### config.mk
export PLATFORM = sky130hd
export DESIGN_NAME = apsp_ctrl
export DESIGN_NICKNAME = d
export VERILOG_FILES = /design/src/apsp_pkg.sv /design/src/apsp_ctrl.sv
export SDC_FILE = /design/constraint.sdc
export NUM_CORES = 1
export LEC_CHECK = 0
export ABC_CLOCK_PERIOD_IN_PS = 4000
export BUFFER_PORTS_ARGS = -buffer_cell sky130_fd_sc_hd__buf_2
export CAP_MARGIN = 30
export CORE_AREA = 2 2 39 41
export CTS_CLUSTER_SIZE = 24
export DETAILED_ROUTE_END_ITERATION = 10
export DIE_AREA = 0 0 41 43
export PLACE_DENSITY = 0.65
export SETUP_SLACK_MARGIN = 0.15
export SYNTH_ARGS = -nofsm -noshare
export SYNTH_HDL_FRONTEND = slang
export SYNTH_SLANG_ARGS = --single-unit
### constraint.sdc
create_clock -name clk -period 4 [get_ports clk]
set_input_delay 0.6 -clock clk [delete_from_list [all_inputs] [get_ports clk]]
set_output_delay 0.6 -clock clk [all_outputs]
set_load 0.01 [all_outputs]
### src/apsp_pkg.sv
// Shared types and constants of the all-pairs shortest path block.
// Used by apsp_regs, apsp_ctrl, apsp_dpath and the top level; no dependencies.
`timescale 1ns / 1ps
`default_nettype none

package apsp_pkg;

    // Item field widths.
    localparam int OP_W         = 2;
    localparam int NODE_FIELD_W = 6;
    localparam int WEIGHT_W     = 16;
    localparam int DISTANCE_W   = 16;

    // Stream packing: src, dst, weight from the lowest bit up.
    localparam int SRC_LSB    = 0;
    localparam int DST_LSB    = SRC_LSB + NODE_FIELD_W;
    localparam int WEIGHT_LSB = DST_LSB + NODE_FIELD_W;
    localparam int S_TDATA_W  = 32;
    localparam int S_TUSER_W  = OP_W;
    localparam int M_TDATA_W  = DISTANCE_W;
    localparam int M_TUSER_W  = 2;

    // Register file.
    localparam int NODE_COUNT_W = 7;
    localparam int INF_W        = 16;
    localparam int APB_ADDR_W   = 3;
    localparam int APB_DATA_W   = 32;
    localparam logic [NODE_COUNT_W-1:0] NODE_COUNT_RESET = 7'd64;
    localparam logic [INF_W-1:0]        INF_RESET        = 16'd1000;

    typedef enum logic
    {
        REG_NODE_COUNT = 1'b0,
        REG_INF_VALUE  = 1'b1
    } reg_idx_t;

    typedef enum logic [OP_W-1:0]
    {
        OP_CLEAR = 2'd0,
        OP_EDGE  = 2'd1,
        OP_SOLVE = 2'd2,
        OP_READ  = 2'd3
    } op_t;

    // Memory operation issued by the controller for the current cycle.
    typedef enum logic [2:0]
    {
        MEM_IDLE     = 3'd0,
        MEM_CLEAR_WR = 3'd1,
        MEM_EDGE_WR  = 3'd2,
        MEM_RD_ITEM  = 3'd3,
        MEM_RD_PIVOT = 3'd4,
        MEM_RD_CELL  = 3'd5,
        MEM_RELAX    = 3'd6
    } mem_cmd_t;

    typedef struct packed
    {
        logic     load_item;
        logic     cnt_clr;
        logic     cnt_adv;
        logic     cnt_full;   // sweep the whole store instead of the nodes in use
        mem_cmd_t mem_cmd;
        logic     load_dik;
        logic     post;
    } dp_cmd_t;

    typedef struct packed
    {
        logic j_last;
        logic i_last;
        logic k_last;
        logic n_zero;
        logic out_free;
    } dp_status_t;

endpackage

`default_nettype wire

### src/apsp_ctrl.sv
// Controller FSM: sequences clear sweep, edge write, read and the k,i,j solve.
// Depends on apsp_pkg; drives apsp_dpath through dp_cmd_t.
`timescale 1ns / 1ps
`default_nettype none

module apsp_ctrl
(
    input  wire logic                 clk,
    input  wire logic                 rst_n,
    input  wire logic                 in_valid,
    output logic                      in_ready,
    input  wire apsp_pkg::op_t        in_op,
    input  wire apsp_pkg::dp_status_t status,
    output apsp_pkg::dp_cmd_t         cmd
);

    typedef enum logic [3:0]
    {
        S_IDLE,
        S_CLEAR,
        S_EDGE,
        S_READ,
        S_PIVOT,
        S_LOAD,
        S_CELL_RD,
        S_CELL_WR,
        S_POST
    } state_t;

    state_t state_reg, state_next;
    logic   ready_reg, ready_next;
    logic   accept;

    assign accept   = in_valid && ready_reg;
    assign in_ready = ready_reg;

    always_comb
    begin
        state_next    = state_reg;
        ready_next    = ready_reg;
        cmd.load_item = 1'b0;
        cmd.cnt_clr   = 1'b0;
        cmd.cnt_adv   = 1'b0;
        cmd.cnt_full  = 1'b0;
        cmd.mem_cmd   = apsp_pkg::MEM_IDLE;
        cmd.load_dik  = 1'b0;
        cmd.post      = 1'b0;

        case (state_reg)
            S_IDLE:
            begin
                if (accept)
                begin
                    cmd.load_item = 1'b1;
                    cmd.cnt_clr   = 1'b1;
                    ready_next    = 1'b0;
                    case (in_op)
                        apsp_pkg::OP_CLEAR: state_next = S_CLEAR;
                        apsp_pkg::OP_EDGE:  state_next = S_EDGE;
                        apsp_pkg::OP_SOLVE: state_next = status.n_zero ? S_POST : S_PIVOT;
                        apsp_pkg::OP_READ:  state_next = S_READ;
                        default:            state_next = S_POST;
                    endcase
                end
            end
            S_CLEAR:
            begin
                cmd.mem_cmd  = apsp_pkg::MEM_CLEAR_WR;
                cmd.cnt_adv  = 1'b1;
                cmd.cnt_full = 1'b1;
                if (status.j_last && status.i_last)
                begin
                    state_next = S_POST;
                end
            end
            S_EDGE:
            begin
                cmd.mem_cmd = apsp_pkg::MEM_EDGE_WR;
                state_next  = S_POST;
            end
            S_READ:
            begin
                cmd.mem_cmd = apsp_pkg::MEM_RD_ITEM;
                state_next  = S_POST;
            end
            S_PIVOT:
            begin
                cmd.mem_cmd = apsp_pkg::MEM_RD_PIVOT;
                state_next  = S_LOAD;
            end
            S_LOAD:
            begin
                cmd.load_dik = 1'b1;
                cmd.mem_cmd  = apsp_pkg::MEM_RD_CELL;
                state_next   = S_CELL_WR;
            end
            S_CELL_RD:
            begin
                cmd.mem_cmd = apsp_pkg::MEM_RD_CELL;
                state_next  = S_CELL_WR;
            end
            S_CELL_WR:
            begin
                cmd.mem_cmd = apsp_pkg::MEM_RELAX;
                cmd.cnt_adv = 1'b1;
                if (!status.j_last)
                begin
                    state_next = S_CELL_RD;
                end
                else if (status.i_last && status.k_last)
                begin
                    state_next = S_POST;
                end
                else
                begin
                    state_next = S_PIVOT;
                end
            end
            S_POST:
            begin
                if (status.out_free)
                begin
                    cmd.post    = 1'b1;
                    cmd.cnt_clr = 1'b1;
                    ready_next  = 1'b1;
                    state_next  = S_IDLE;
                end
            end
            default:
            begin
                state_next = S_IDLE;
                ready_next = 1'b1;
            end
        endcase
    end

    always_ff @(posedge clk or negedge rst_n)
    begin
        if (!rst_n)
        begin
            state_reg <= S_IDLE;
            ready_reg <= 1'b1;
        end
        else
        begin
            state_reg <= state_next;
            ready_reg <= ready_next;
        end
    end

endmodule

`default_nettype wire

Word-level counts from Yosys, hierarchy flattened
Cells that the tools add are included.
{"block": "totals", "reg_bits": 5, "in_bits": 10, "word_cells": 48}
{"block": "op_classes", "n_eq_ne": 14, "muxes": 20, "n_bitwise": 1, "reduce_logical": 11}
{"op": "$pmux W4 S7", "n": 1}
{"op": "$mux W4", "n": 6}
{"op": "$pmux W3 S6", "n": 1}
{"op": "$eq A4 B3 Y1 const B", "n": 4}
{"op": "$pmux W4 S4", "n": 1}
{"op": "$eq A4 B2 Y1 const B", "n": 2}
{"op": "$mux W1", "n": 8}
{"op": "$reduce_or A7 Y1", "n": 1}
{"op": "$ne A2 B2 Y1 const B", "n": 3}
{"op": "$reduce_and A3 Y1", "n": 2}
{"op": "$reduce_or A2 Y1", "n": 3}
{"op": "$eq A2 B2 Y1 const B", "n": 2}
{"op": "$eq A4 B1 Y1 const B", "n": 1}
{"op": "$eq A4 B4 Y1 const B", "n": 1}
{"op": "$logic_not A4 Y1", "n": 1}
{"op": "$logic_and A1 B1 Y1", "n": 3}
{"op": "$pmux W1 S3", "n": 1}
{"op": "$eq A2 B1 Y1 const B", "n": 1}
{"op": "$logic_not A2 Y1", "n": 1}
{"op": "$mux W2", "n": 1}
{"op": "$pmux W1 S2", "n": 1}
{"op": "$not A1 Y1", "n": 1}

Logic depth before layout (Yosys ltp)
{"block": "logic_depth", "word_depth": 4, "depth_mapped": 5, "ltp_nobuf": 5}

Worst setup path before layout
OpenSTA, ideal clock, no wires.
{"block": "synth_timing", "kind": "register to output", "from": "register state_reg[1]", "to": "output port cmd[8] (netlist bit)", "t_arrival_ps": 1102, "t_required_ps": 3400, "setup_slack_ps": 2298, "path_stages_with_launch": 4, "path_cell_list": "dfrtp_1 > buf_2 > nor4_2 > and3_1"}
{"item": "start: declaration", "line_no": "apsp_ctrl.sv:30", "source": "state_t state_reg, state_next;"}
{"item": "start signal: assignment", "line_no": "apsp_ctrl.sv:146", "source": "state_reg <= state_next;"}
{"item": "end: declaration", "line_no": "apsp_ctrl.sv:14", "source": "output apsp_pkg::dp_cmd_t cmd"}

==> results_dict.tcl <==
set metrics [dict create \
    outcome "finished, final reports clean" \
    cap_violations 0 \
    muxShareOfSynthArea 0 \
    grt_pass1_wl_um 1630 \
    worstSkewPairLatency_ns 0.25 \
    die_w_um 41 \
    synth_seq_cells 5 \
    dieArea_um2 1760 \
    track_usage 0.143 \
    synth_top_family_by_area "simple AND/OR/NAND/NOR gates" \
    yosys.cell_types.count 35 \
    grt_max_degree 14 \
    hold_viol 0 \
    antenna_cells 0 \
    cts_tree "built" \
    cp_max_fo 13 \
    cts-buffers-inserted 3 \
    regToRegEndpoint "state_reg[3]" \
    drive_gt1_frac 0.368 \
    cts_resized 0 \
    firstDrtPassIters 4 \
    cp.required_ns 3.40 \
    holdWs_ns 0.155 \
    hold_path_class "in -> async" \
    synthCells 57 \
    cp_slowest_cell "dfrtp_1" \
    core-area_um2 1380 \
    fmax_mhz 471 \
    postRouteAntennaNets 0 \
    largest_reg_flops 4 \
    place.detailed.hpwl_um 879 \
    regToRegSetupSlack_ns 2.50 \
    worstPathArrival_ns 1.52 \
    std_cell_rows 14 \
    avgSynthCellArea_um2 8.91 \
    drt_iter0_drc 7 \
    rsz0062_at_grt "no" \
    worst-r2r-cell-count 3 \
    synthAdderAreaFrac 0.0985 \
    crit_path_start "state_reg[1]" \
    cts-root-buf "clkbuf_4" \
    wl_per_cell_um 11.9 \
    crit_chain "nor4_2, and3_1, buf_2" \
    stdcell_area_um2 614 \
    first_global_vias 389 \
    h-tree-depth 1 \
    cts_setup_buffers 0 \
    vias 481 \
    ir_drop_uv 166 \
    critPathCaptureType "output port" \
    critical_path_class "reg -> out" \
    synthToLayoutAreaGrowth_pct 20.9 \
    worstMarginPinSlew_ns 0.448 \
    critPathLaunchType "flop" \
    dpl_cell_area_um2 588 \
    fin_crit_sh 0.531 \
    die_h_um 43 \
    timing.final.crit_period_ns 2.12 \
    io_buffers 19 \
    tns_ns 0 \
    totalWireLength_um 1100 \
    crit_end "cmd[8]" \
    antenna_found_initial 0 \
    gp_congestion 0.818 \
    yosysWarnings 0 \
    cts_hold_buf 0 \
    relSlewSlack 0.701 \
    r2r_start "state_reg[0]" \
    clkSinkCount 5 \
    synth-seq-area-share 0.249 \
    synth_compound_area_frac 0.254 \
    boundaryPins 20 \
    drc 0 \
    synth_area_um2 508 \
    grt-ovfl-total 0 \
    yosys.area_share.simple 0.259 \
    setup_viol 0 \
    cts.clk_slew.worst_paths_ns 0.04 \
    clock_path_buffers 2 \
    slowest_delay_ns 0.53 \
    synthXorXnorAreaFrac 0.0345 \
    power_density_nw_per_um2 577 \
    power_uw 355 \
    fin_skew_ns 0.00483 \
    finalMaxSlewViolations 0 \
    start_util 0.367 \
    p_leak_nw 0.311 \
    synth_nets 71 \
    fin_nets 91 \
    via_per_inst 5.23 \
]
==> cell usage in the layout, fill, tap and decap left out, types with 2 or more instances in the layout <==
cell type	count
nand3_1	2
clkbuf_4	3
dfrtp_1	4
buf_2	19
and3_1	2
o21a_1	2
inv_1	5
nor2_1	3
ha_1	4
a21oi_1	3
nand2_1	5
==> kinds of logic (layout without fill, tap and decap cells) <==
| family | after synthesis | after routing |
|---|---|---|
| flip-flops | 5 | 5 |
| buffers and inverters | 9 | 28 |
| adder cells (fa/ha/maj) | 4 | 4 |
| XOR/XNOR | 2 | 2 |
| AO/OA/AOI/OAI | 17 | 17 |
| AND/OR/NAND/NOR | 20 | 20 |
==> stage by stage <==
step,instances,setup slack (ns),util
5_1_grt,92,1.78,0.444
4_1_cts,92,1.88,0.444
2_1_floorplan,57,2.30,-
6_report,92,1.88,0.444
3_5_place_dp,88,2.15,0.425
3_3_place_gp,88,2.20,0.425
==> Yosys cell counts (all sizes together) <==
library cell	instances	area [µm²]
nand4b	1	8.76
ha	4	50.1
nor2	3	11.3
a221o	1	10.0
a31oi	1	6.26
a21boi	1	7.51
dfstp	1	26.3
o211ai	1	7.51
o21a	2	15.0
xnor2	1	8.76
nand3	2	10.0
nand2	5	18.8
dfrtp	4	100
o211a	1	10.0
o22ai	1	6.26
nor4	1	12.5
inv	5	18.8
buf	4	35.0
and3	2	12.5
nor3	1	10.0
xor2	1	8.76
and3b	1	8.76
or3	2	17.5
o21ai	2	10.0
nor2b	1	6.26
a21oi	3	15.0
o21ba	1	10.0
nor4b	1	15.0
a22o	1	8.76
o32a	1	10.0
o31ai	1	12.5
==> where the power goes <==
part,internal (mW),total (mW),switching (mW)
Combinational,0.0950,0.184,0.0885
Sequential,0.0698,0.111,0.0409
Clock,0.0378,0.0604,0.0226
==> how the worst min path moves through the flow <==
| stage | start | endpoint | slack (ns) | cells after the start |
|---|---|---|---|---|
| 2_1_floorplan | rst_n | state_reg[0] | 0.30 | 0 |
| 3_3_place_gp | rst_n | state_reg[3] | 0.42 | 1 |
| 3_5_place_dp | rst_n | state_reg[3] | 0.42 | 1 |
| 4_1_cts | rst_n | state_reg[0] | 0.15 | 1 |
| 5_1_grt | rst_n | state_reg[0] | 0.16 | 1 |
| 6_report | rst_n | state_reg[0] | 0.15 | 1 |
==> routing by layer <==
metal  track usage  routed length, µm
met5             0                  0
met4         0.120                 29
met3        0.0157                 49
met2         0.194                506
met1         0.193                510
==> final cells by class <==
class,count,area [µm²]
fillers,160,769
multi-input cells,43,328
flip-flops and latches,5,126
repair buffers,19,95.1
clock buffers,4,26.3
well taps,16,20.0
inverters,5,18.8
==> worst max-delay path: cells and delay by family (launching register included) <==
family | cells | cell delay (ns)
buffers and inverters | 1 | 0.12
flip-flops | 1 | 0.53
AND/OR/NAND/NOR | 2 | 0.62
Power figures use the tool's default switching activity.
