===== config.mk =====
export PLATFORM = sky130hd
export DESIGN_NAME = apsp_regs
export DESIGN_NICKNAME = d
export VERILOG_FILES = /design/src/apsp_pkg.sv /design/src/apsp_regs.sv
export SDC_FILE = /design/constraint.sdc
export NUM_CORES = 1
export LEC_CHECK = 0
export BUFFER_PORTS_ARGS = -buffer_cell sky130_fd_sc_hd__buf_2
export CAP_MARGIN = 20
export CORE_UTILIZATION = 39
export CTS_BUF_LIST = sky130_fd_sc_hd__clkbuf_16
export DETAILED_ROUTE_END_ITERATION = 10
export GPL_ROUTABILITY_DRIVEN = 0
export PLACE_DENSITY = 0.92
export SLEW_MARGIN = 15
export SYNTH_ARGS = -nofsm -noshare
export SYNTH_HDL_FRONTEND = slang
export SYNTH_SLANG_ARGS = --single-unit

===== constraint.sdc =====
create_clock -name clk -period 1.3 [get_ports clk]
set_clock_uncertainty 0.15 [all_clocks]
set_input_delay 0.13 -clock clk [delete_from_list [all_inputs] [get_ports clk]]
set_output_delay 0.13 -clock clk [all_outputs]
set_load 0.01 [all_outputs]

===== src/apsp_pkg.sv =====
// Shared types and constants of the all-pairs shortest path block.
// Used by apsp_regs, apsp_ctrl, apsp_dpath and the top level; no dependencies.
`timescale 1ns / 1ps
`default_nettype none

package apsp_pkg;

    // Item field widths.
    localparam int OP_W         = 2;
    localparam int NODE_FIELD_W = 6;
    localparam int WEIGHT_W     = 16;
    localparam int DISTANCE_W   = 16;

    // Stream packing: src, dst, weight from the lowest bit up.
    localparam int SRC_LSB    = 0;
    localparam int DST_LSB    = SRC_LSB + NODE_FIELD_W;
    localparam int WEIGHT_LSB = DST_LSB + NODE_FIELD_W;
    localparam int S_TDATA_W  = 32;
    localparam int S_TUSER_W  = OP_W;
    localparam int M_TDATA_W  = DISTANCE_W;
    localparam int M_TUSER_W  = 2;

    // Register file.
    localparam int NODE_COUNT_W = 7;
    localparam int INF_W        = 16;
    localparam int APB_ADDR_W   = 3;
    localparam int APB_DATA_W   = 32;
    localparam logic [NODE_COUNT_W-1:0] NODE_COUNT_RESET = 7'd64;
    localparam logic [INF_W-1:0]        INF_RESET        = 16'd1000;

    typedef enum logic
    {
        REG_NODE_COUNT = 1'b0,
        REG_INF_VALUE  = 1'b1
    } reg_idx_t;

    typedef enum logic [OP_W-1:0]
    {
        OP_CLEAR = 2'd0,
        OP_EDGE  = 2'd1,
        OP_SOLVE = 2'd2,
        OP_READ  = 2'd3
    } op_t;

    // Memory operation issued by the controller for the current cycle.
    typedef enum logic [2:0]
    {
        MEM_IDLE     = 3'd0,
        MEM_CLEAR_WR = 3'd1,
        MEM_EDGE_WR  = 3'd2,
        MEM_RD_ITEM  = 3'd3,
        MEM_RD_PIVOT = 3'd4,
        MEM_RD_CELL  = 3'd5,
        MEM_RELAX    = 3'd6
    } mem_cmd_t;

    typedef struct packed
    {
        logic     load_item;
        logic     cnt_clr;
        logic     cnt_adv;
        logic     cnt_full;   // sweep the whole store instead of the nodes in use
        mem_cmd_t mem_cmd;
        logic     load_dik;
        logic     post;
    } dp_cmd_t;

    typedef struct packed
    {
        logic j_last;
        logic i_last;
        logic k_last;
        logic n_zero;
        logic out_free;
    } dp_status_t;

endpackage

`default_nettype wire


===== src/apsp_regs.sv =====
// APB register file: node_count and inf_value.
// Depends on apsp_pkg.
`timescale 1ns / 1ps
`default_nettype none

module apsp_regs
(
    input  wire logic                                 clk,
    input  wire logic                                 rst_n,
    input  wire logic                                 psel,
    input  wire logic                                 penable,
    input  wire logic                                 pwrite,
    input  wire logic [apsp_pkg::APB_ADDR_W-1:0]      paddr,
    input  wire logic [apsp_pkg::APB_DATA_W-1:0]      pwdata,
    output logic      [apsp_pkg::APB_DATA_W-1:0]      prdata,
    output logic                                      pready,
    output logic      [apsp_pkg::NODE_COUNT_W-1:0]    node_count,
    output logic      [apsp_pkg::INF_W-1:0]           inf_value
);

    logic [apsp_pkg::NODE_COUNT_W-1:0] node_count_reg;
    logic [apsp_pkg::INF_W-1:0]        inf_value_reg;
    apsp_pkg::reg_idx_t                reg_idx;
    logic                              wr_en;

    assign pready  = 1'b1;
    assign reg_idx = apsp_pkg::reg_idx_t'(paddr[2]);
    assign wr_en   = psel && penable && pwrite && pready;

    always_ff @(posedge clk or negedge rst_n)
    begin
        if (!rst_n)
        begin
            node_count_reg <= apsp_pkg::NODE_COUNT_RESET;
            inf_value_reg  <= apsp_pkg::INF_RESET;
        end
        else if (wr_en)
        begin
            case (reg_idx)
                apsp_pkg::REG_NODE_COUNT: node_count_reg <= pwdata[apsp_pkg::NODE_COUNT_W-1:0];
                apsp_pkg::REG_INF_VALUE:  inf_value_reg  <= pwdata[apsp_pkg::INF_W-1:0];
                default: ;
            endcase
        end
    end

    always_comb
    begin
        case (reg_idx)
            apsp_pkg::REG_NODE_COUNT: prdata = apsp_pkg::APB_DATA_W'(node_count_reg);
            apsp_pkg::REG_INF_VALUE:  prdata = apsp_pkg::APB_DATA_W'(inf_value_reg);
            default:                  prdata = '0;
        endcase
    end

    assign node_count = node_count_reg;
    assign inf_value  = inf_value_reg;

endmodule

`default_nettype wire


==> Yosys cells after proc, flatten, opt, wreduce, memory -nomap -nowiden <==
Cells that the tools add are included.
{ "classes": {"n_mux": 1, "bitwise": 1, "reduce_logical": 4} }
{ "op_table": {"columns": ["op", "count"], "rows": [
  ["32-bit case mux with 2 select lines", 1],
  ["2-bit AND reduction", 2],
  ["1-bit logical AND", 2],
  ["1-bit NOT", 1]
]} }
{ "word_totals": {"reg_bits": 23, "input_bits": 40, "out_inout_bits": 56, "elab_cells": 8} }

==> Depth between registers and ports, before layout <==
Gate-level depths: netlist (run 1).
{ "logic_depth": {"ltp_word": 3, "ltp_mapped": 4, "depth_no_buf": 2} }

==> Least setup slack after synthesis (run 1) <==
OpenSTA, ideal clock, no wires.
{ "synth_path": {"kind": "input to register", "start": "in paddr[2] (netlist bit)", "end": "reg inf_value_reg, in the netlist inf_value[10]", "setup_ps": 125, "arrival_ps": 876, "required_time_ps": 1025, "path_slack_ps": 149, "cell_stages": 4, "n_path_buf": 2, "path_cell_list": "buf_4 -> nand4_4 -> buf_6 -> mux2_4"} }
{ "synth_via": {"elab_chain_cells": 1} }
{ "synth_rtl": {"columns": ["element", "line", "text"], "rows": [
  ["start, declared", "apsp_regs.sv:13", "input wire logic [apsp_pkg::APB_ADDR_W-1:0] paddr,"],
  ["2-bit AND reduction (no line)", null, null],
  ["end signal, assigned", "apsp_regs.sv:35", "inf_value_reg <= apsp_pkg::INF_RESET;"],
  ["end signal, assigned", "apsp_regs.sv:41", "apsp_pkg::REG_INF_VALUE: inf_value_reg <= pwdata[apsp_pkg::INF_W-1:0];"],
  ["end, declared", "apsp_regs.sv:22", "logic [apsp_pkg::INF_W-1:0] inf_value_reg;"]
]} }
Every way passes these cells.
A chain may end at the register's enable or synchronous reset.

==> Final worst setup path (run 1) <==
{ "layout_path": {"start": "reg node_count_reg, in the netlist node_count[2]", "end": "out prdata[2] (netlist bit)"} }
{ "layout_via": {"elab_chain_cells": 1} }
{ "layout_rtl": {"columns": ["element", "line", "text"], "rows": [
  ["start, declared", "apsp_regs.sv:21", "logic [apsp_pkg::NODE_COUNT_W-1:0] node_count_reg;"],
  ["start signal, assigned", "apsp_regs.sv:34", "node_count_reg <= apsp_pkg::NODE_COUNT_RESET;"],
  ["start signal, assigned", "apsp_regs.sv:40", "apsp_pkg::REG_NODE_COUNT: node_count_reg <= pwdata[apsp_pkg::NODE_COUNT_W-1:0];"],
  ["32-bit case mux with 2 select lines", "apsp_regs.sv:49", "case (reg_idx)"],
  ["end, declared", "apsp_regs.sv:15", "output logic [apsp_pkg::APB_DATA_W-1:0] prdata,"]
]} }
Every way passes these cells. The select of a mux whose other input is x is not followed.

==> results.yml, run 1 <==
route:
  post-route-drc-count: 5
  finalWirelength_mm: 3.21
  total_iterations_of_the_first_detailed_routing_run: 9
  postRouteAntennaNets: 0
  routed_wire_length_per_instance_um: 15.3
  num_vias: 987
  initialDrtViolationCount: 25
  via_per_inst: 4.70
sta:
  post_route_fraction_of_the_period_consumed_by_the_critical_path_pct: 104
  worst-slew-pin-transition_ns: 0.506
  final.setup.worst_slack_ns: -0.0574
  final-max-slew-violation-count: 0
  period_needed_ns: 1.36
  final-hold-violation-count: 0
  number_of_setup_violations_in_the_final_report: 7
  worst_slew_margin_rel_pct: 66.3
  grt_setup_unrepaired: "yes"
  max_clock_freq_ghz: 0.737
  totalNegativeSetupSlack_ns: -0.215
flow_run:
  cap_viol_max_count: 0
finish:
  layout.cells.most_common: "buf_2"
  final_nets: 220
  largest_register_ff_count: 16
  antenna_cells: 0
  layout-area-overhead-vs-synth_pct: 60.2
  drive_above_1_share_pct: 67.6
  layout.cells.most_common_list: "buf_2 (49), conb_1 (17), dlygate4sd3_1 (17)"
  post-route-util_pct: 68.4
power:
  cellLeakagePower_uw: 0.00104
  vdd_drop_max_mv: 0.819
  power_density_nw_per_um2: 1460
worst_hold_path:
  hold_path_depth: 3
  min_path_type: "primary input to register"
  timing.hold.worst.start: "pwrite"
clock_tree:
  tritoncts_buffer_count: 3
  path_clk_slew_ns: 0.06
  cts_sinks: 23
  cts_tree: "done"
  clk-insertion-delay-late_ns: 0.25
  h-tree-depth: 1
  cts_max_path_buffers: 2
  root_buffer: "clkbuf_16"
floorplan:
  die-area_um2: 3350
  die_w_um: 57.9
  initial_core_util_pct: 42.7
  core-area_um2: 2850
  boundaryPins: 96
  die_height_um: 57.9
  row_count: 19
synth:
  synth-seq-area-share_pct: 47.9
  syn_avg_cell_area_um2: 14.2
  syn_inst: 86
  synthesis.yosys.warnings: 0
  synth_area_um2: 1220
  ys_types: 11
  synth.ff_latch_count: 23
worst_setup_path:
  setup.worst_path.start: "node_count[2]$_DFFE_PN0P_"
  critical_path_peak_fanout: 2
  ff2ff_path_depth: 2
  regToRegSetupSlack_ns: 0.22
  worst_setup_path_end_kind: "output port"
  r2r_end: "inf_value[1]$_DFFE_PN0P_"
  setup.worst_path.start_class: "register"
  worst_setup_path_endpoint: "prdata[2]"
  timing.critical_path.required_ns: 1.02
  reg2reg_from: "inf_value[1]$_DFFE_PN0P_"
  worst_endpoint_data_arrival_time_ns: 1.08
  setup.worst_path.class: "register to output port"
global_routing:
  global_route_wire_length_before_repair_mm: 4.51
  grtUsageTotal_pct: 18.5
  pin_count_of_the_biggest_net_entering_global_routing: 24
  grt.overflow.total: 0
  antenna_found_initial: 0
  first_global_vias: 935
placed_design:
  buffer_ports.inserted: 60
  place_hpwl_mm: 1.62
status:
  failed_checks: "design-rule violations, negative setup slack"
  outcome: "finished with violations"
cell type report:
class | instances | area (µm²)
fillers | 197 | 901
repair buffers | 94 | 683
flip-flops and latches | 23 | 584
multi-input cells | 58 | 566
clock buffers | 3 | 75.1
well taps | 31 | 38.8
clock inverters | 1 | 5.00
how the worst min path moves through the flow:
| stage | slack [ns] | to |
|---|---|---|
| after CTS | 0.20 | node_count[3]$_DFFE_PN0P_ |
| after detailed placement | -0.02 | inf_value[2]$_DFFE_PN0P_ |
| after global placement | -0.03 | node_count[2]$_DFFE_PN0P_ |
| after global routing | 0.21 | node_count[3]$_DFFE_PN0P_ |
| after floorplan | -0.32 | inf_value[0]$_DFFE_PN0P_ |
| final | 0.22 | node_count[3]$_DFFE_PN0P_ |
logic make-up after synthesis:
kind of cell           count (synthesis)  share of synthesized area, %
DFF                                   23                          47.9
buffers and inverters                 20                          12.3
other                                  2                         0.616
and+or+nand+nor                       11                          8.32
muxes                                 30                          30.8
worst max-delay path, cell delays in order (launching register included):
cell and delay (ns):
dfrtp_1 0.40, mux2_4 0.30, buf_6 0.12
stage by stage:
stage	hold WS [ns]	setup WS, ns	area [µm²]	power, µW	instances
floorplan	-0.316	0.149	1270	1490	101
global placement	-0.0262	-0.0765	1480	1760	173
detailed placement	-0.0199	-0.0884	1480	1790	173
CTS	0.202	-0.0211	1890	2710	209
global route	0.214	-0.0843	1950	2990	210
finish	0.216	-0.0574	1950	2840	210
power by group:
| part | switching [µW] | internal [µW] | total, µW |
|---|---|---|---|
| Combinational | 458 | 699 | 1160 |
| Sequential | 113 | 911 | 1020 |
| Clock | 251 | 414 | 664 |
| Total | 821 | 2020 | 2840 |
timing repair:
action                                  CTS  global route
endpoints found under the setup margin   10            13
resized for setup                         8            11
endpoints found under the hold margin    39             0
hold buffers                             17             0
pin swaps                                 0             3
buffers inserted                         15             1
metal layers:
metal | vias up | share of wire [%] | GRT usage [%]
met5 | - | 0 | 0
met3 | 9 | 8.1 | 4.91
met2 | 69 | 52 | 32.5
met4 | 0 | 2.2 | 9.86
li1 | 446 | - | -
met1 | 463 | 38 | 20.2
Yosys cell counts (all sizes together):
cell / number / area (µm²)
dfstp: 7 / 184
dfrtp: 16 / 400
clkbuf: 1 / 3.75
nand4: 1 / 21.3
mux2: 30 / 375
buf: 19 / 146
nand4b: 1 / 23.8
conb: 2 / 7.51
and2: 9 / 56.3
(Power assumes the default switching activity.)
==> run 2, diff against run 1 <==
--- a/config.mk
+++ b/config.mk
@@ -12,6 +12,7 @@
 export DETAILED_ROUTE_END_ITERATION = 10
 export GPL_ROUTABILITY_DRIVEN = 0
 export PLACE_DENSITY = 0.92
+export RECOVER_POWER = 100
 export SLEW_MARGIN = 15
 export SYNTH_ARGS = -nofsm -noshare
 export SYNTH_HDL_FRONTEND = slang
==> results.yml, run 2 (synthesis gave the netlist of run 1 again) <==
sta:
  worst_slew_margin_rel_pct: 62.5
  final-hold-violation-count: 0
  number_of_setup_violations_in_the_final_report: 7
  period_needed_ns: 1.36
  max_clock_freq_ghz: 0.737
  final-max-slew-violation-count: 0
  grt_setup_unrepaired: "yes"
  post_route_fraction_of_the_period_consumed_by_the_critical_path_pct: 104
  worst-slew-pin-transition_ns: 0.562
  hold_ws_ns: 0.216
  final.setup.worst_slack_ns: -0.0574
clock_tree:
  h-tree-depth: 1
  cts_max_path_buffers: 2
  cts_tree: "done"
  cts_sinks: 23
  root_buffer: "clkbuf_16"
  tritoncts_buffer_count: 3
  path_clk_slew_ns: 0.06
  clk-insertion-delay-late_ns: 0.25
global_routing:
  global_route_wire_length_before_repair_mm: 4.51
  globalRouteMet2Util_pct: 32.5
  grt.busiest_layer: "met2"
  grt.met1_usage_pct: 20.2
  grtUsageTotal_pct: 18.5
  first_global_vias: 935
  grt.overflow.total: 0
  antenna_found_initial: 0
  pin_count_of_the_biggest_net_entering_global_routing: 24
  global_routing_usage_on_met3_pct: 4.91
worst_setup_path:
  crit_path_cell_trace: "mux2_4 > buf_6"
  worst_setup_path_end_kind: "output port"
  setup.worst_path.class: "register to output port"
  r2r_end: "inf_value[1]$_DFFE_PN0P_"
  worst_endpoint_data_arrival_time_ns: 1.08
  setup.worst_path.start_class: "register"
  cp_slowest_cell: "dfrtp_1"
  critical_path_peak_fanout: 2
  regToRegSetupSlack_ns: 0.22
  cpPeakStageDelay_ns: 0.40
  crit_cells: 2
  critical_path.n_buffers_inverters: 1
  timing.critical_path.required_ns: 1.02
  ff2ff_path_depth: 2
  reg2reg_from: "inf_value[1]$_DFFE_PN0P_"
  path_delay_family: "flip-flops"
power:
  power.share.sequential_pct: 36.0
  power_frac_comb_pct: 40.7
  switchingPower_uw: 820
  cellLeakagePower_uw: 0.00104
  report.power.total_uw: 2840
  power.share.switching_pct: 28.9
  clock_power_share_pct: 23.4
  power.internal_uw: 2020
  vdd_drop_max_mv: 0.819
  power_density_nw_per_um2: 1460
placed_design:
  place_hpwl_mm: 1.62
  buffer_ports.inserted: 60
worst_hold_path:
  hold_path_depth: 3
  min_path_type: "primary input to register"
  holdPathEnd: "node_count[3]$_DFFE_PN0P_"
  timing.hold.worst.start: "pwrite"
status:
  failed_checks: "design-rule violations, negative setup slack"
  outcome: "finished with violations"
finish:
  drive_above_1_share_pct: 67.6
  layout-area-overhead-vs-synth_pct: 60.2
  final_nets: 220
  largest_register_ff_count: 16
  post-route-util_pct: 68.4
  layout.cells.most_common_list: "buf_2 (48), conb_1 (17), dlygate4sd3_1 (17)"
  antenna_cells: 0
  layout.cells.most_common: "buf_2"
floorplan:
  die_height_um: 57.9
  initial_core_util_pct: 42.7
  die_w_um: 57.9
  core-area_um2: 2850
  row_count: 19
  die-area_um2: 3350
  boundaryPins: 96
route:
  finalWirelength_mm: 3.20
  via_per_inst: 4.67
  initialDrtViolationCount: 24
  post-route-drc-count: 5
  postRouteAntennaNets: 0
  num_vias: 981
  total_iterations_of_the_first_detailed_routing_run: 9
  routed_wire_length_per_instance_um: 15.2
flow_run:
  cap_viol_max_count: 0
## run 2: metal layers
layer	vias to the layer above	part of all wire, %	wire length [µm]
met5	-	0	0
met4	0	2.2	71
met3	9	7.7	245
met2	67	52	1670
met1	459	38	1220
li1	446	-	-
## run 2: tightest hold or removal path: stages
cell	delay, ns
buf_2	0.14
nand4b_4	0.16
mux2_2	0.16
## run 2: layout make-up
type	count	area, µm²
repair buffers	94	683
multi-input cells	58	566
well taps	31	38.8
clock inverters	1	5.00
clock buffers	3	75.1
fillers	197	901
flip-flops and latches	23	584
## run 2: timing repair
action                     in CTS  in global routing
setup buffers                  15                  1
setup endpoints to repair      10                 13
gates resized for setup         8                 11
hold buffers                   17                  0
hold endpoints to repair       39                  0
pin swaps                       0                  3
## run 2: per-stage QoR
stage	std cells	TNS [ns]	area [µm²]	setup WS, ns
floorplan	101	0	1270	0.149
global placement	173	-0.771	1480	-0.0765
detailed placement	173	-1.01	1480	-0.0884
CTS	209	-0.0788	1890	-0.0211
global route	210	-0.520	1950	-0.0843
finish	210	-0.211	1950	-0.0574
## run 2: worst max path at each step
stage	to	start
2_1_floorplan	inf_value[10]$_DFFE_PN0P_	paddr[2]
3_3_place_gp	inf_value[10]$_DFFE_PN0P_	paddr[2]
3_5_place_dp	inf_value[10]$_DFFE_PN0P_	paddr[2]
4_1_cts	prdata[3]	node_count[3]$_DFFE_PN0P_
5_1_grt	prdata[2]	node_count[2]$_DFFE_PN0P_
6_report	prdata[2]	node_count[2]$_DFFE_PN0P_
## run 2: power by group through the flow
stage	Clock, µW	Combinational, µW	Sequential (µW)
after floorplan	0	394	1100
after global placement	0	738	1020
after detailed placement	0	755	1030
after CTS	670	1030	1010
after global routing	723	1230	1040
final	664	1160	1020
==> run 3, diff against run 2 <==
==> constraint.sdc (replaced) <==
create_clock -name clk -period 1.3 [get_ports clk]
set_clock_uncertainty 0.15 [all_clocks]
set_input_delay 0.195 -clock clk [delete_from_list [all_inputs] [get_ports clk]]
set_output_delay 0.195 -clock clk [all_outputs]
set_load 0.01 [all_outputs]
==> results.yml, run 3 (synthesis gave the netlist of run 1 again) <==
floorplan:
  boundaryPins: 96
  die_w_um: 57.9
  core-area_um2: 2850
  initial_core_util_pct: 42.7
  die-area_um2: 3350
  row_count: 19
  die_height_um: 57.9
clock_tree:
  cts_max_path_buffers: 2
  path_clk_slew_ns: 0.06
  cts_tree: "done"
  h-tree-depth: 1
  root_buffer: "clkbuf_16"
  tritoncts_buffer_count: 3
  clk-insertion-delay-late_ns: 0.25
  cts_sinks: 23
global_routing:
  pin_count_of_the_biggest_net_entering_global_routing: 24
  global_route_wire_length_before_repair_mm: 3.83
  antenna_found_initial: 0
  grt.overflow.total: 0
  grtUsageTotal_pct: 15.6
  first_global_vias: 799
worst_setup_path:
  critical_path_peak_fanout: 3
  setup.worst_path.class: "register to output port"
  setup.worst_path.start_class: "register"
  timing.critical_path.required_ns: 0.95
  ff2ff_path_depth: 3
  worst_endpoint_data_arrival_time_ns: 1.04
  worst_setup_path_end_kind: "output port"
  regToRegSetupSlack_ns: 0.17
  worst_setup_path_endpoint: "prdata[6]"
  setup.worst_path.start: "inf_value[6]$_DFFE_PN1P_"
  reg2reg_from: "inf_value[9]$_DFFE_PN1P_"
  r2r_end: "inf_value[9]$_DFFE_PN1P_"
finish:
  sequential_cell_area_um2: 584
  layout.cells.most_common_list: "buf_2 (28), conb_1 (17), dfrtp_1 (16), buf_4 (16), mux2_2 (14)"
  final_cells: 198
  layout.cells.most_common: "buf_2"
  final.fill_count: 240
  largest_register_ff_count: 16
  drive_above_1_share_pct: 61.7
  antenna_cells: 0
  final_nets: 208
  post-route-util_pct: 60.7
  multiInputGateArea_um2: 508
  layout-area-overhead-vs-synth_pct: 42.1
sta:
  number_of_setup_violations_in_the_final_report: 12
  worst-slew-pin-transition_ns: 0.559
  period_needed_ns: 1.39
  grt_setup_unrepaired: "yes"
  max_clock_freq_ghz: 0.720
  hold_ws_ns: -0.000292
  final.setup.worst_slack_ns: -0.0890
  post_route_fraction_of_the_period_consumed_by_the_critical_path_pct: 107
  final-hold-violation-count: 1
  final-max-slew-violation-count: 0
  worst_slew_margin_rel_pct: 62.8
power:
  report.power.total_uw: 2690
  clock_power_share_pct: 24.5
  power.internal_uw: 1930
  power.share.sequential_pct: 37.8
  power.share.switching_pct: 28.4
  cellLeakagePower_uw: 0.000898
  switchingPower_uw: 764
  power_frac_comb_pct: 37.8
  power_density_nw_per_um2: 1550
  vdd_drop_max_mv: 0.771
route:
  total_iterations_of_the_first_detailed_routing_run: 7
  postRouteAntennaNets: 0
  routed_wire_length_per_instance_um: 12.5
  initialDrtViolationCount: 15
  num_vias: 889
  finalWirelength_mm: 2.48
  post-route-drc-count: 7
  via_per_inst: 4.49
worst_hold_path:
  hold_path_depth: 2
  min_path_type: "primary input to register"
status:
  outcome: "finished with violations"
  failed_checks: "design-rule violations, negative hold slack, negative setup slack"
flow_run:
  cap_viol_max_count: 0
placed_design:
  dp.cells: 175
  placement.setup.worst_slack_ns: -0.0776
  place_hpwl_mm: 1.66
  buffer_ports.inserted: 60
==> run 3: cell count changes in the layout (fill, tap and decap cells not counted), sizes merged <==
cell | before | now
clkbuf | 4 | 28
dlygate4sd3 | 17 | 1
buf | 76 | 56
==> run 3: layout make-up <==
| cell class | instances | share of cell area [%] |
|---|---|---|
| clock buffer | 3 | 4.34 |
| clock inverter | 1 | 0.289 |
| timing repair buffer | 82 | 30.1 |
| tap | 31 | 2.24 |
| sequential | 23 | 33.7 |
| multi-input combinational | 58 | 29.3 |
==> run 3: worst min path at each step <==
stage	from	endpoint	slack (ns)
2_1_floorplan	rst_n	inf_value[0]$_DFFE_PN0P_	-0.25
3_3_place_gp	rst_n	inf_value[0]$_DFFE_PN0P_	0.04
3_5_place_dp	rst_n	inf_value[2]$_DFFE_PN0P_	0.05
4_1_cts	pwdata[11]	inf_value[11]$_DFFE_PN0P_	0.02
5_1_grt	pwdata[14]	inf_value[14]$_DFFE_PN0P_	-0.0001
6_report	pwdata[12]	inf_value[12]$_DFFE_PN0P_	-0.0003
==> run 3: what timing repair did <==
| action | CTS | global route |
|---|---|---|
| setup endpoints to repair | 10 | 15 |
| endpoints found under the hold margin | 16 | 0 |
| pin swaps | 3 | 0 |
| resized for setup | 10 | 10 |
| hold buffers | 1 | 0 |
| buffers inserted | 11 | 7 |
==> run 3: through the flow <==
stage | cell area, µm² | TNS [ns]
floorplan | 1270 | 0
global placement | 1500 | -0.209
detailed placement | 1500 | -0.540
CTS | 1720 | -0.740
global route | 1730 | -1.17
finish | 1730 | -0.795
==> run 3: power groups by stage <==
stage	clock network (µW)	registers, µW	logic, µW
CTS	672	1010	963
floorplan	0	1100	394
finish	658	1020	1020
global placement	0	1020	737
global route	715	1030	1100
detailed placement	0	1030	754
==> run 3: worst max-delay path, cell delays in order (launching register included) <==
cell and delay (ns):
dfstp_2 0.55, mux2_4 0.15, buf_6 0.09
==> run 3: layer usage <==
| layer | routed length [µm] | vias to the layer above | GRT usage, % | share of wire, % |
|---|---|---|---|---|
| li1 | - | 421 | - | - |
| met1 | 1050 | 414 | 19.4 | 42 |
| met2 | 1220 | 52 | 26.1 | 49 |
| met3 | 194 | 2 | 3.13 | 7.8 |
| met4 | 17 | 0 | 7.14 | 0.69 |
| met5 | 0 | - | 0 | 0 |
